===== src/rtl/ragt_pkg.sv =====
// Package: shared types and codes for the recorder admission gap tracker
`timescale 1ns / 1ps
`default_nettype none
package ragt_pkg;

    localparam logic [63:0] ONES = 64'hFFFF_FFFF_FFFF_FFFF;
    localparam int          RES_DEPTH = 4;

    typedef enum logic [1:0] {
        ST_UNBOUND  = 2'd0,
        ST_ACTIVE   = 2'd1,
        ST_DEGRADED = 2'd2,
        ST_FAILED   = 2'd3
    } link_state_t;

    typedef enum logic [2:0] {
        MODE_ADMIT   = 3'd0,
        MODE_LEASE   = 3'd1,
        MODE_RECFAIL = 3'd2,
        MODE_RECOVER = 3'd3,
        MODE_UNBIND  = 3'd4,
        MODE_REBIND  = 3'd5,
        MODE_METRICS = 3'd6,
        MODE_SPARE   = 3'd7
    } mode_t;

    typedef enum logic [1:0] {
        TOPO_STRONG   = 2'd0,
        TOPO_ISOLATED = 2'd1,
        TOPO_BEST     = 2'd2,
        TOPO_SPARE    = 2'd3
    } topo_t;

    localparam logic [1:0] KIND_STATUS = 2'd0;
    localparam logic [1:0] KIND_GAP    = 2'd1;
    localparam logic [1:0] KIND_METRIC = 2'd2;

    localparam logic [2:0] STS_OK       = 3'd0;
    localparam logic [2:0] STS_INVALID  = 3'd1;
    localparam logic [2:0] STS_EXHAUST  = 3'd2;
    localparam logic [2:0] STS_UNAVAIL  = 3'd3;
    localparam logic [2:0] STS_BLOCK    = 3'd4;
    localparam logic [2:0] STS_DEGRADED = 3'd5;

    localparam logic [2:0] OC_RECORD = 3'd0;
    localparam logic [2:0] OC_DROP   = 3'd1;
    localparam logic [2:0] OC_BLOCK  = 3'd2;
    localparam logic [2:0] OC_FAIL   = 3'd3;
    localparam logic [2:0] OC_BYPASS = 3'd4;
    localparam logic [2:0] OC_NONE   = 3'd5;

    localparam logic [2:0] CA_READY    = 3'd0;
    localparam logic [2:0] CA_RECFAIL  = 3'd1;
    localparam logic [2:0] CA_DEGRADED = 3'd2;
    localparam logic [2:0] CA_LAG      = 3'd3;
    localparam logic [2:0] CA_FULL     = 3'd4;
    localparam logic [2:0] CA_UNBOUND  = 3'd5;

    localparam logic [1:0] REG_TOPOLOGY = 2'd0;
    localparam logic [1:0] REG_FAILFULL = 2'd1;
    localparam logic [1:0] REG_CURSOR   = 2'd2;
    localparam logic [1:0] REG_TIME     = 2'd3;

    typedef struct packed {
        logic [1:0]  kind;
        logic [2:0]  status;
        logic [2:0]  outcome;
        logic [2:0]  cause;
        logic [63:0] cur_old;
        logic [63:0] cur_new;
        logic [63:0] tag;
        logic [63:0] first_value;
        logic [63:0] end_value;
        logic [2:0]  gap_cause;
        logic        last;
    } result_t;

    function automatic logic impaired_state(input link_state_t s);
        impaired_state = (s == ST_DEGRADED) || (s == ST_FAILED);
    endfunction

    function automatic logic [63:0] sat_add(input logic [63:0] a, input logic [63:0] b);
        logic [64:0] sum;
        sum = {1'b0, a} + {1'b0, b};
        sat_add = sum[64] ? ONES : sum[63:0];
    endfunction

endpackage
`default_nettype wire


===== src/rtl/recorder_admission_gap_tracker_unit.sv =====
// Top level: recorder admission gap tracker with stream ports and register port
//
// Usage: items enter on the s_ group (s_tuser = mode, s_tdata = time, cursor,
// sink flag). Each item is registered, then decided by combinational logic that
// reads the link state, expected cursor and counters; its one to four results
// go into a four-entry result buffer and leave on the m_ group one transfer a
// cycle while m_tready is high, the final result of an item marked by m_tlast.
// Throughput: one item a cycle for items with one result while m_tready is high;
// an item with more results holds the decision stage until its last result
// leaves through the single result port.
// A stalled receiver (m_tready low) holds the result buffer; the input
// register then fills and s_tready drops, so nothing is lost.
// Registers are to be written through the APB port only while idle; the block
// does not enforce this. Writing the start cursor or start time also loads
// the expected cursor or last time.
// Reset: link state active, counters and debt number zero, buffers empty.
`timescale 1ns / 1ps
`default_nettype none
module recorder_admission_gap_tracker_unit
    import ragt_pkg::*;
(
    input  wire logic         clk,
    input  wire logic         rst_n,
    input  wire logic         s_tvalid,
    output logic              s_tready,
    input  wire logic [135:0] s_tdata,   // now_time[63:0], offered_cursor[127:64],
                                         // sink_full[128], zero pad
    input  wire logic [2:0]   s_tuser,   // mode
    output logic              m_tvalid,
    input  wire logic         m_tready,
    output logic [335:0]      m_tdata,   // status, outcome, cause, prior cursor,
                                         // new cursor, tag, first_value,
                                         // end_value, gap_cause, zero pad
    output logic [1:0]        m_tuser,   // kind
    output logic              m_tlast,
    input  wire logic         psel,
    input  wire logic         penable,
    input  wire logic         pwrite,
    input  wire logic [4:0]   paddr,
    input  wire logic [63:0]  pwdata,
    output logic [63:0]       prdata,
    output logic              pready
);

    // configuration
    logic [1:0]  topology_reg;
    logic        fail_full_reg;
    logic [63:0] start_cursor_reg;
    logic [63:0] start_time_reg;
    logic        cfg_wr;

    // path state
    link_state_t link_reg, link_next;
    logic [63:0] exp_reg, exp_next;
    logic [63:0] last_time_reg, last_time_next;
    logic [63:0] debt_reg, debt_next;
    logic [63:0] dropped_reg, dropped_next;
    logic [63:0] gaps_reg, gaps_next;
    logic [63:0] blocked_reg, blocked_next;
    logic [63:0] imp_total_reg, imp_total_next;
    logic        imp_open_reg, imp_open_next;
    logic [63:0] imp_since_reg, imp_since_next;

    // input register
    logic        in_vld_reg;
    mode_t       in_mode_reg;
    logic [63:0] in_now_reg;
    logic [63:0] in_cur_reg;
    logic        in_full_reg;

    // result buffer
    result_t     res_reg [RES_DEPTH];
    result_t     res_next [RES_DEPTH];
    logic [2:0]  cnt_reg, cnt_next;
    logic [1:0]  idx_reg;

    logic        pop;
    logic        consume;

    assign pready = 1'b1;
    assign cfg_wr = psel && penable && pwrite;

    // register read
    always_comb
    begin
        unique case (paddr[4:3])
            REG_TOPOLOGY: prdata = {62'd0, topology_reg};
            REG_FAILFULL: prdata = {63'd0, fail_full_reg};
            REG_CURSOR:   prdata = start_cursor_reg;
            REG_TIME:     prdata = start_time_reg;
            default:      prdata = 64'd0;
        endcase
    end

    // handshake
    assign m_tvalid = (cnt_reg != 3'd0);
    assign pop      = m_tvalid && m_tready;
    assign consume  = in_vld_reg && ((cnt_reg == 3'd0) || ((cnt_reg == 3'd1) && pop));
    assign s_tready = !in_vld_reg || consume;

    assign m_tuser  = res_reg[idx_reg].kind;
    assign m_tlast  = res_reg[idx_reg].last;
    assign m_tdata  = {4'd0,
                       res_reg[idx_reg].gap_cause,
                       res_reg[idx_reg].end_value,
                       res_reg[idx_reg].first_value,
                       res_reg[idx_reg].tag,
                       res_reg[idx_reg].cur_new,
                       res_reg[idx_reg].cur_old,
                       res_reg[idx_reg].cause,
                       res_reg[idx_reg].outcome,
                       res_reg[idx_reg].status};

    // decision logic
    always_comb
    begin
        logic        ok;
        logic        unavail;
        link_state_t tgt;
        logic [63:0] after;
        logic [2:0]  st;
        logic [2:0]  oc;
        logic [2:0]  ca;
        logic [2:0]  base;
        logic [63:0] span;
        logic        g0_on;
        logic        g1_on;
        logic [63:0] g0_first, g0_end, g1_first, g1_end;
        logic [2:0]  g0_cause, g1_cause;
        logic [63:0] id1;
        logic [65:0] drop_sum;
        logic [1:0]  ngap;
        logic [64:0] gap_sum;

        link_next      = link_reg;
        exp_next       = exp_reg;
        last_time_next = last_time_reg;
        debt_next      = debt_reg;
        dropped_next   = dropped_reg;
        gaps_next      = gaps_reg;
        blocked_next   = blocked_reg;
        imp_total_next = imp_total_reg;
        imp_open_next  = imp_open_reg;
        imp_since_next = imp_since_reg;
        cnt_next       = 3'd1;
        for (int i = 0; i < RES_DEPTH; i++)
        begin
            res_next[i] = '0;
        end

        tgt      = link_reg;
        after    = in_cur_reg + 64'd1;
        st       = STS_OK;
        oc       = OC_RECORD;
        ca       = CA_READY;
        unavail  = 1'b0;
        base     = (topology_reg == TOPO_ISOLATED) ? 3'd0 : 3'd3;
        g0_on    = 1'b0;
        g1_on    = 1'b0;
        g0_first = exp_reg;
        g0_end   = in_cur_reg;
        g0_cause = base + 3'd1;
        g1_first = in_cur_reg;
        g1_end   = in_cur_reg + 64'd1;
        g1_cause = base + 3'd2;
        id1      = 64'd0;
        drop_sum = 66'd0;
        ngap     = 2'd0;
        gap_sum  = 65'd0;
        span     = (in_now_reg >= imp_since_reg) ? (in_now_reg - imp_since_reg) : 64'd0;

        // validate
        ok = (in_now_reg >= last_time_reg);
        unique case (in_mode_reg)
            MODE_ADMIT:   ok = ok && (in_cur_reg != ONES) && (in_cur_reg >= exp_reg);
            MODE_LEASE, MODE_RECFAIL, MODE_UNBIND:
                          ok = ok && (link_reg != ST_UNBOUND);
            MODE_RECOVER: ok = ok && impaired_state(link_reg);
            MODE_REBIND:  ok = ok && (link_reg == ST_UNBOUND) && (in_cur_reg != ONES);
            MODE_METRICS: ok = ok;
            default:      ok = 1'b0;
        endcase

        if (!ok)
        begin
            res_next[0] = '{KIND_STATUS, STS_INVALID, OC_NONE, CA_READY, exp_reg, exp_reg,
                            64'd0, 64'd0, 64'd0, 3'd0, 1'b1};
        end
        else if (in_mode_reg == MODE_METRICS)
        begin
            // report counters and impaired time including the open interval
            res_next[0] = '{KIND_METRIC, STS_OK, OC_NONE, CA_READY, exp_reg, exp_reg,
                            64'd0, dropped_reg, 64'd0, 3'd0, 1'b0};
            res_next[1] = '{KIND_METRIC, STS_OK, OC_NONE, CA_READY, exp_reg, exp_reg,
                            64'd1, gaps_reg, 64'd0, 3'd0, 1'b0};
            res_next[2] = '{KIND_METRIC, STS_OK, OC_NONE, CA_READY, exp_reg, exp_reg,
                            64'd2, blocked_reg, 64'd0, 3'd0, 1'b0};
            res_next[3] = '{KIND_METRIC, STS_OK, OC_NONE, CA_READY, exp_reg, exp_reg,
                            64'd3,
                            imp_open_reg ? sat_add(imp_total_reg, span) : imp_total_reg,
                            64'd0, 3'd0, 1'b1};
            cnt_next = 3'd4;
        end
        else if (in_mode_reg != MODE_ADMIT)
        begin
            // lifecycle event
            case (in_mode_reg)
                MODE_LEASE:   tgt = (link_reg == ST_ACTIVE) ? ST_DEGRADED : link_reg;
                MODE_RECFAIL: tgt = ST_FAILED;
                MODE_RECOVER: tgt = ST_ACTIVE;
                MODE_UNBIND:  tgt = ST_UNBOUND;
                default:      tgt = ST_ACTIVE;
            endcase
            if (in_mode_reg == MODE_REBIND)
            begin
                exp_next = in_cur_reg;
            end
            last_time_next = in_now_reg;
            res_next[0] = '{KIND_STATUS, STS_OK, OC_NONE, CA_READY, exp_reg,
                            (in_mode_reg == MODE_REBIND) ? in_cur_reg : exp_reg,
                            64'd0, 64'd0, 64'd0, 3'd0, 1'b1};
        end
        else
        begin
            // admission
            if (link_reg == ST_UNBOUND)
            begin
                oc = OC_BYPASS;
                ca = CA_UNBOUND;
            end
            else if (topology_reg == TOPO_STRONG)
            begin
                unavail = 1'b1;
                if (link_reg == ST_FAILED)
                begin
                    ca = CA_RECFAIL;
                end
                else if (link_reg == ST_DEGRADED)
                begin
                    ca = CA_DEGRADED;
                end
                else if (in_cur_reg != exp_reg)
                begin
                    tgt = ST_DEGRADED;
                    ca  = CA_LAG;
                end
                else if (in_full_reg)
                begin
                    ca = CA_FULL;
                end
                else
                begin
                    unavail = 1'b0;
                end
                if (unavail)
                begin
                    after = exp_reg;
                    if ((link_reg == ST_FAILED) || fail_full_reg)
                    begin
                        tgt = ST_FAILED;
                        oc  = OC_FAIL;
                        st  = (ca == CA_FULL) ? STS_EXHAUST : STS_UNAVAIL;
                    end
                    else
                    begin
                        oc = OC_BLOCK;
                        st = STS_BLOCK;
                        blocked_next = sat_add(blocked_reg, 64'd1);
                    end
                end
            end
            else if (impaired_state(link_reg))
            begin
                oc       = OC_DROP;
                st       = STS_DEGRADED;
                ca       = (link_reg == ST_FAILED) ? CA_RECFAIL : CA_DEGRADED;
                g0_on    = 1'b1;
                g0_end   = in_cur_reg + 64'd1;
                g0_cause = base;
            end
            else
            begin
                if (in_cur_reg > exp_reg)
                begin
                    ca    = CA_LAG;
                    st    = STS_DEGRADED;
                    g0_on = 1'b1;
                end
                if (in_full_reg)
                begin
                    oc    = OC_DROP;
                    ca    = CA_FULL;
                    st    = STS_DEGRADED;
                    g1_on = 1'b1;
                    if (fail_full_reg)
                    begin
                        tgt = ST_FAILED;
                    end
                end
            end

            // gap debt bookkeeping
            id1      = (debt_reg == ONES) ? ONES : (debt_reg + 64'd1);
            ngap     = {1'b0, g0_on} + {1'b0, g1_on};
            gap_sum  = {1'b0, debt_reg} + {63'd0, ngap};
            debt_next = gap_sum[64] ? ONES : gap_sum[63:0];
            gap_sum  = {1'b0, gaps_reg} + {63'd0, ngap};
            gaps_next = gap_sum[64] ? ONES : gap_sum[63:0];
            drop_sum = {2'b0, dropped_reg}
                     + (g0_on ? {2'b0, g0_end - g0_first} : 66'd0)
                     + (g1_on ? 66'd1 : 66'd0);
            dropped_next = (drop_sum[65:64] != 2'b00) ? ONES : drop_sum[63:0];

            exp_next       = after;
            last_time_next = in_now_reg;
            res_next[0] = '{KIND_STATUS, st, oc, ca, exp_reg, after,
                            64'd0, 64'd0, 64'd0, 3'd0, (ngap == 2'd0)};
            if (g0_on)
            begin
                res_next[1] = '{KIND_GAP, st, oc, ca, exp_reg, after,
                                debt_reg, g0_first, g0_end, g0_cause, !g1_on};
                if (g1_on)
                begin
                    res_next[2] = '{KIND_GAP, st, oc, ca, exp_reg, after,
                                    id1, g1_first, g1_end, g1_cause, 1'b1};
                end
            end
            else if (g1_on)
            begin
                res_next[1] = '{KIND_GAP, st, oc, ca, exp_reg, after,
                                debt_reg, g1_first, g1_end, g1_cause, 1'b1};
            end
            cnt_next = {1'b0, ngap} + 3'd1;
        end

        // impaired interval tracking on a state change
        if (tgt != link_reg)
        begin
            if (!impaired_state(link_reg) && impaired_state(tgt))
            begin
                imp_open_next  = 1'b1;
                imp_since_next = in_now_reg;
            end
            else if (impaired_state(link_reg) && !impaired_state(tgt) && imp_open_reg)
            begin
                imp_total_next = sat_add(imp_total_reg, span);
                imp_open_next  = 1'b0;
                imp_since_next = 64'd0;
            end
        end
        link_next = tgt;
    end

    // control and state registers
    always_ff @(posedge clk or negedge rst_n)
    begin
        if (!rst_n)
        begin
            topology_reg     <= TOPO_STRONG;
            fail_full_reg    <= 1'b0;
            start_cursor_reg <= 64'd0;
            start_time_reg   <= 64'd0;
            link_reg         <= ST_ACTIVE;
            exp_reg          <= 64'd0;
            last_time_reg    <= 64'd0;
            debt_reg         <= 64'd0;
            dropped_reg      <= 64'd0;
            gaps_reg         <= 64'd0;
            blocked_reg      <= 64'd0;
            imp_total_reg    <= 64'd0;
            imp_open_reg     <= 1'b0;
            imp_since_reg    <= 64'd0;
            in_vld_reg       <= 1'b0;
            cnt_reg          <= 3'd0;
            idx_reg          <= 2'd0;
        end
        else
        begin
            // hold or load the input register
            if (s_tvalid && s_tready)
            begin
                in_vld_reg <= 1'b1;
            end
            else if (consume)
            begin
                in_vld_reg <= 1'b0;
            end

            // advance the result buffer
            if (consume)
            begin
                cnt_reg <= cnt_next;
                idx_reg <= 2'd0;
            end
            else if (pop)
            begin
                cnt_reg <= cnt_reg - 3'd1;
                idx_reg <= idx_reg + 2'd1;
            end

            // register writes (user: only while idle, unchecked); else path state
            if (cfg_wr)
            begin
                unique case (paddr[4:3])
                    REG_TOPOLOGY: topology_reg <= pwdata[1:0];
                    REG_FAILFULL: fail_full_reg <= pwdata[0];
                    REG_CURSOR:
                    begin
                        start_cursor_reg <= pwdata;
                        exp_reg          <= pwdata;
                    end
                    REG_TIME:
                    begin
                        start_time_reg <= pwdata;
                        last_time_reg  <= pwdata;
                    end
                    default: ;
                endcase
            end
            else if (consume)
            begin
                link_reg      <= link_next;
                exp_reg       <= exp_next;
                last_time_reg <= last_time_next;
                debt_reg      <= debt_next;
                dropped_reg   <= dropped_next;
                gaps_reg      <= gaps_next;
                blocked_reg   <= blocked_next;
                imp_total_reg <= imp_total_next;
                imp_open_reg  <= imp_open_next;
                imp_since_reg <= imp_since_next;
            end
        end
    end

    // payload registers
    always_ff @(posedge clk)
    begin
        if (s_tvalid && s_tready)
        begin
            in_mode_reg <= mode_t'(s_tuser);
            in_now_reg  <= s_tdata[63:0];
            in_cur_reg  <= s_tdata[127:64];
            in_full_reg <= s_tdata[128];
        end
        if (consume)
        begin
            for (int i = 0; i < RES_DEPTH; i++)
            begin
                res_reg[i] <= res_next[i];
            end
        end
    end

endmodule
`default_nettype wire


===== config.mk =====
export PLATFORM = sky130hd
export DESIGN_NAME = recorder_admission_gap_tracker_unit
export DESIGN_NICKNAME = d
export VERILOG_FILES = /design/src/rtl/ragt_pkg.sv /design/src/rtl/recorder_admission_gap_tracker_unit.sv
export SDC_FILE = /design/constraint.sdc
export NUM_CORES = 2
export LEC_CHECK = 0
export BUFFER_PORTS_ARGS = -buffer_cell sky130_fd_sc_hd__buf_2
export CORE_ASPECT_RATIO = 0.8
export CORE_MARGIN = 10
export CORE_UTILIZATION = 35
export CTS_CLUSTER_DIAMETER = 120
export DETAILED_ROUTE_END_ITERATION = 10
export GPL_ROUTABILITY_DRIVEN = 1
export GPL_TIMING_DRIVEN = 0
export HOLD_SLACK_MARGIN = 0.02
export PLACE_DENSITY = 0.53
export SLEW_MARGIN = 20
export SYNTH_ARGS = -nofsm -noshare
export SYNTH_HDL_FRONTEND = slang
export SYNTH_SLANG_ARGS = --single-unit

===== constraint.sdc =====
create_clock -name clk -period 52.5 [get_ports clk]
set_input_delay 2.625 -clock clk [delete_from_list [all_inputs] [get_ports clk]]
set_output_delay 2.625 -clock clk [all_outputs]
set_load 0.01 [all_outputs]

==> flow_results.org <==
** Run status
- Outcome :: complete, no violations

** Detailed routing
- Post-detailed-routing wire length :: 476000 um
- After the first detailed-routing iteration, the DRC count stood at 12.9k.
- Total DRC errors in the routed layout :: 0
- Dividing the detail-routed via count by the number of cells gives 5.94.
- The final route contains 84.1k vias.
- Once detail routing completed, the nets flagged for antenna violations numbered 0.
- After detailed routing, the average wire length per cell comes to about 34 um.
- For this run, the detailed router's first-pass iteration total came to 10.

** Global route
- Global routing used 29.5% of the available tracks across all layers.
- After global routing the overflow that remains totals 0.
- Vias in the first global route :: 78.8k
- The first global-routing pass estimated 644000 um of wire.
- Antenna violations before repair :: 77
- Maximum number of pins on one net before global-route repair :: 113

** STA
- On the final layout, the worst clock skew is 90.6 ps.
- After layout, the worst path uses between 20% and 30% of the clock period.
- Slew Viols, Final :: 0
- Summed over all failing endpoints, the final setup total negative slack is 0 ps.
- Timing would allow up to ~76 MHz.
- Slew Limit Headroom :: ~4.4%
- Setup repair after global routing left no endpoint under its margin.
- Worst Tran Pin Value :: 1430 ps
- The clock period could shrink to 13170 ps.
- Hold Worst Slack :: 472 ps
- Final Hold Fails :: 0
- Final setup viols :: 0

** Worst hold path
- Hold Path End :: res_reg[0][323]
- Worst Hold Path Cells :: 0
- Hold path startpoint :: exp_reg[63]
- The path class of the tightest hold or removal check is register to register.

** Critical path
- The worst register-to-register path has a setup slack of ~39000 ps.
- Critical register-to-register path startpoint :: exp_reg[63]
- Worst Reg2Reg Path Length in Cells :: 24
- Endpoint of the worst-slack reg-to-reg timing path :: debt_reg[52]
- Startpoint types :: register
- In this run the worst path has a maximum fanout of 10.
- Worst Path Arrival :: 13940 ps
- Data on the critical path is required at its endpoint by 53280 ps.
- The worst setup path is captured at a register.
- The setup path with the least slack is of type register to register.

** CTS
- The cell sitting at the root of the clock tree is a sky130_fd_sc_hd__clkbuf_16.
- Clock tree synthesis inserted a total of 203 buffers.
- In this run the deepest clock path goes through 4 buffers.
- TritonCTS clock tree :: done
- In this run, post-CTS repair resized a total of 0 instances.
- Clock-pin slew was measured on the worst setup and hold paths at 60 ps.
- Hold-fix buffer count after cts :: 0
- Post-CTS timing repair inserted 0 buffers for setup.
- Counting every sink on the clock net gives between 1.5k and 2k.
- Maximum level of the CTS H-tree :: 4
- The clock reaches the later pin of the worst-skew pair after 930 ps.

** Floorplanning
- Die width :: 618 um
- Die height :: around 500 um
- The initial utilization of the core area, before any placement, comes to a little over a third.
- Area of the core :: 0.284 sq mm
- Number of I/O pins :: 621
- Number of cell rows :: 175
- The die covers 0.308 sq mm.

** Final layout
- Post-Route Utilization :: 40.7%
- The library cell used most frequently in the layout, excluding fill and tap cells, is sky130_fd_sc_hd__edfxtp_1.
- After routing the design area is 0.116 sq mm.
- The register with the most flip-flops in the layout has 997 of them.
- Layout area overhead :: 15.9%
- Number of nets in the finished design :: ~11k
- Most frequent cells in the layout :: sky130_fd_sc_hd__edfxtp_1, sky130_fd_sc_hd__nor2_1, sky130_fd_sc_hd__nand2_1, sky130_fd_sc_hd__buf_2, sky130_fd_sc_hd__dfrtp_1
- Fraction of layout instances using a drive strength above 1 :: between 10% and 20%

** Yosys
- Average instance area after synthesis :: 10.8 sq um
- In the synthesized netlist the dominant register cell turns out to be sky130_fd_sc_hd__edfxtp_1.
- For this run, asynchronously set or reset flops after synthesis account for 36.6%.
- Synthesis produced a netlist whose cell count is roughly 9.3k.
- Post-synth cell types :: 125
- Part of the Yosys area used for sequential elements :: 50.2%
- In this run, synthesis inferred 1129 flip-flops with an integrated enable.
- During synthesis, Yosys emitted a total of 0 warnings.
- Post-synthesis cell area :: 0.100 sq mm
- In this run, synthesis produced a sequential element count of 1781.

** Placed design
- The count of buffers added on input and output ports is between 600 and 700.
- After legalization and detailed placement, the total HPWL measured 385000 um.
- Routability congestion estimate from global placement :: between 1 and 1.5
- After detailed placement, the total cell area comes to ~0.11 sq mm.

** Pwr
- Power Density :: between 60 and 70 mW/mm^2
- Leakage power total :: roughly 48 nW
- VDD sags by at most about 0.000043 V.

** Job
- Max-capacitance violation count :: 0
synthesized netlist by cell type, drive strengths merged, types with 221 or more instances:
library cell / count / share of area [%]
a21o: 221 / 1.7
a21oi: 584 / 2.9
a22o: 259 / 2.3
buf: 225 / 1.2
clkbuf: 372 / 1.4
dfrtp: 651 / 16
edfxtp: 1129 / 34
ha: 396 / 5.0
inv: 436 / 1.6
nand2: 795 / 3.0
nor2: 817 / 3.1
o21ai: 619 / 3.1
xnor2: 292 / 2.6
per-layer routing:
layer,up-vias,global-route usage [%],routed length [um]
met1,42480,42.1,206000
met5,-,0.576,1200
met2,4915,41.4,193000
met3,784,9.38,54300
met4,44,11.3,21900
li1,35887,-,-
worst max-delay path by stage:
| stage | start | endpoint | slack [ps] |
|---|---|---|---|
| 6_report | exp_reg[63] | debt_reg[52] | 39330 |
| 2_1_floorplan | m_tready | blocked_reg[63] | 22920 |
| 4_1_cts | exp_reg[63] | debt_reg[52] | 40510 |
| 3_5_place_dp | exp_reg[63] | debt_reg[52] | 40580 |
| 3_3_place_gp | m_tready | debt_reg[22] | 5160 |
| 5_1_grt | exp_reg[63] | dropped_reg[56] | 39870 |
critical path, stage by stage, from the launching register on:
cell                       delay [ps]
sky130_fd_sc_hd__dfrtp_1          360
sky130_fd_sc_hd__clkbuf_1         590
sky130_fd_sc_hd__inv_1            340
sky130_fd_sc_hd__ha_1             390
sky130_fd_sc_hd__nand4_1          610
sky130_fd_sc_hd__nor4b_2         1270
sky130_fd_sc_hd__nand4_1          610
sky130_fd_sc_hd__a21oi_1          640
sky130_fd_sc_hd__nor3_4           200
sky130_fd_sc_hd__nor3_1           710
sky130_fd_sc_hd__nor2_1           220
sky130_fd_sc_hd__inv_2            120
sky130_fd_sc_hd__buf_2            470
sky130_fd_sc_hd__buf_2            590
sky130_fd_sc_hd__buf_2            550
sky130_fd_sc_hd__ha_1             580
sky130_fd_sc_hd__inv_1            390
sky130_fd_sc_hd__fa_1             570
sky130_fd_sc_hd__or2_2            310
sky130_fd_sc_hd__clkbuf_1         340
sky130_fd_sc_hd__nor3_1          1100
sky130_fd_sc_hd__clkbuf_1         760
sky130_fd_sc_hd__nand3_1          460
sky130_fd_sc_hd__nor2_1           380
sky130_fd_sc_hd__mux2_2           380
through the flow:
step / cells / worst slack [ps] / power (W)
finish: 14151 / 39330 / 0.00710
global route: 14101 / 39870 / 0.00737
CTS: 14091 / 40510 / 0.00706
detailed placement: 13719 / 40580 / 0.00554
global placement: 13683 / 5160 / 0.00600
floorplan: 9274 / 22920 / 0.00443
kinds of logic after synthesis:
kind of cell             synth area share, %
adder cells (fa/ha/maj)                 5.09
AND/OR/NAND/NOR                         13.0
other                                0.00751
AO/OA/AOI/OAI                           15.5
buffers and inverters                   4.25
multiplexers                            7.56
XOR/XNOR                                4.37
flip-flops                              50.2
report_power, final:
part,internal [W],total (W),switching [W],leakage (nW)
logic,0.00106,0.00325,0.00218,24.8
registers,0.00204,0.00234,0.000302,19.4
clock network,0.000877,0.00151,0.000632,3.34
total,0.00398,0.00710,0.00312,47.5
final cells by class:
class                   instances  area [sq um]
well taps                    3805          4760
fillers                     27611        169000
multi-input cells            6460         45700
diodes                         57           143
flip-flops and latches       1781         50200
plain buffers                 597          2660
inverters                     436          1640
clock buffers                 262          5600
repair buffers                643          3910
clock inverters               110          1290
No activity file was read; power rests on OpenSTA's default activity.
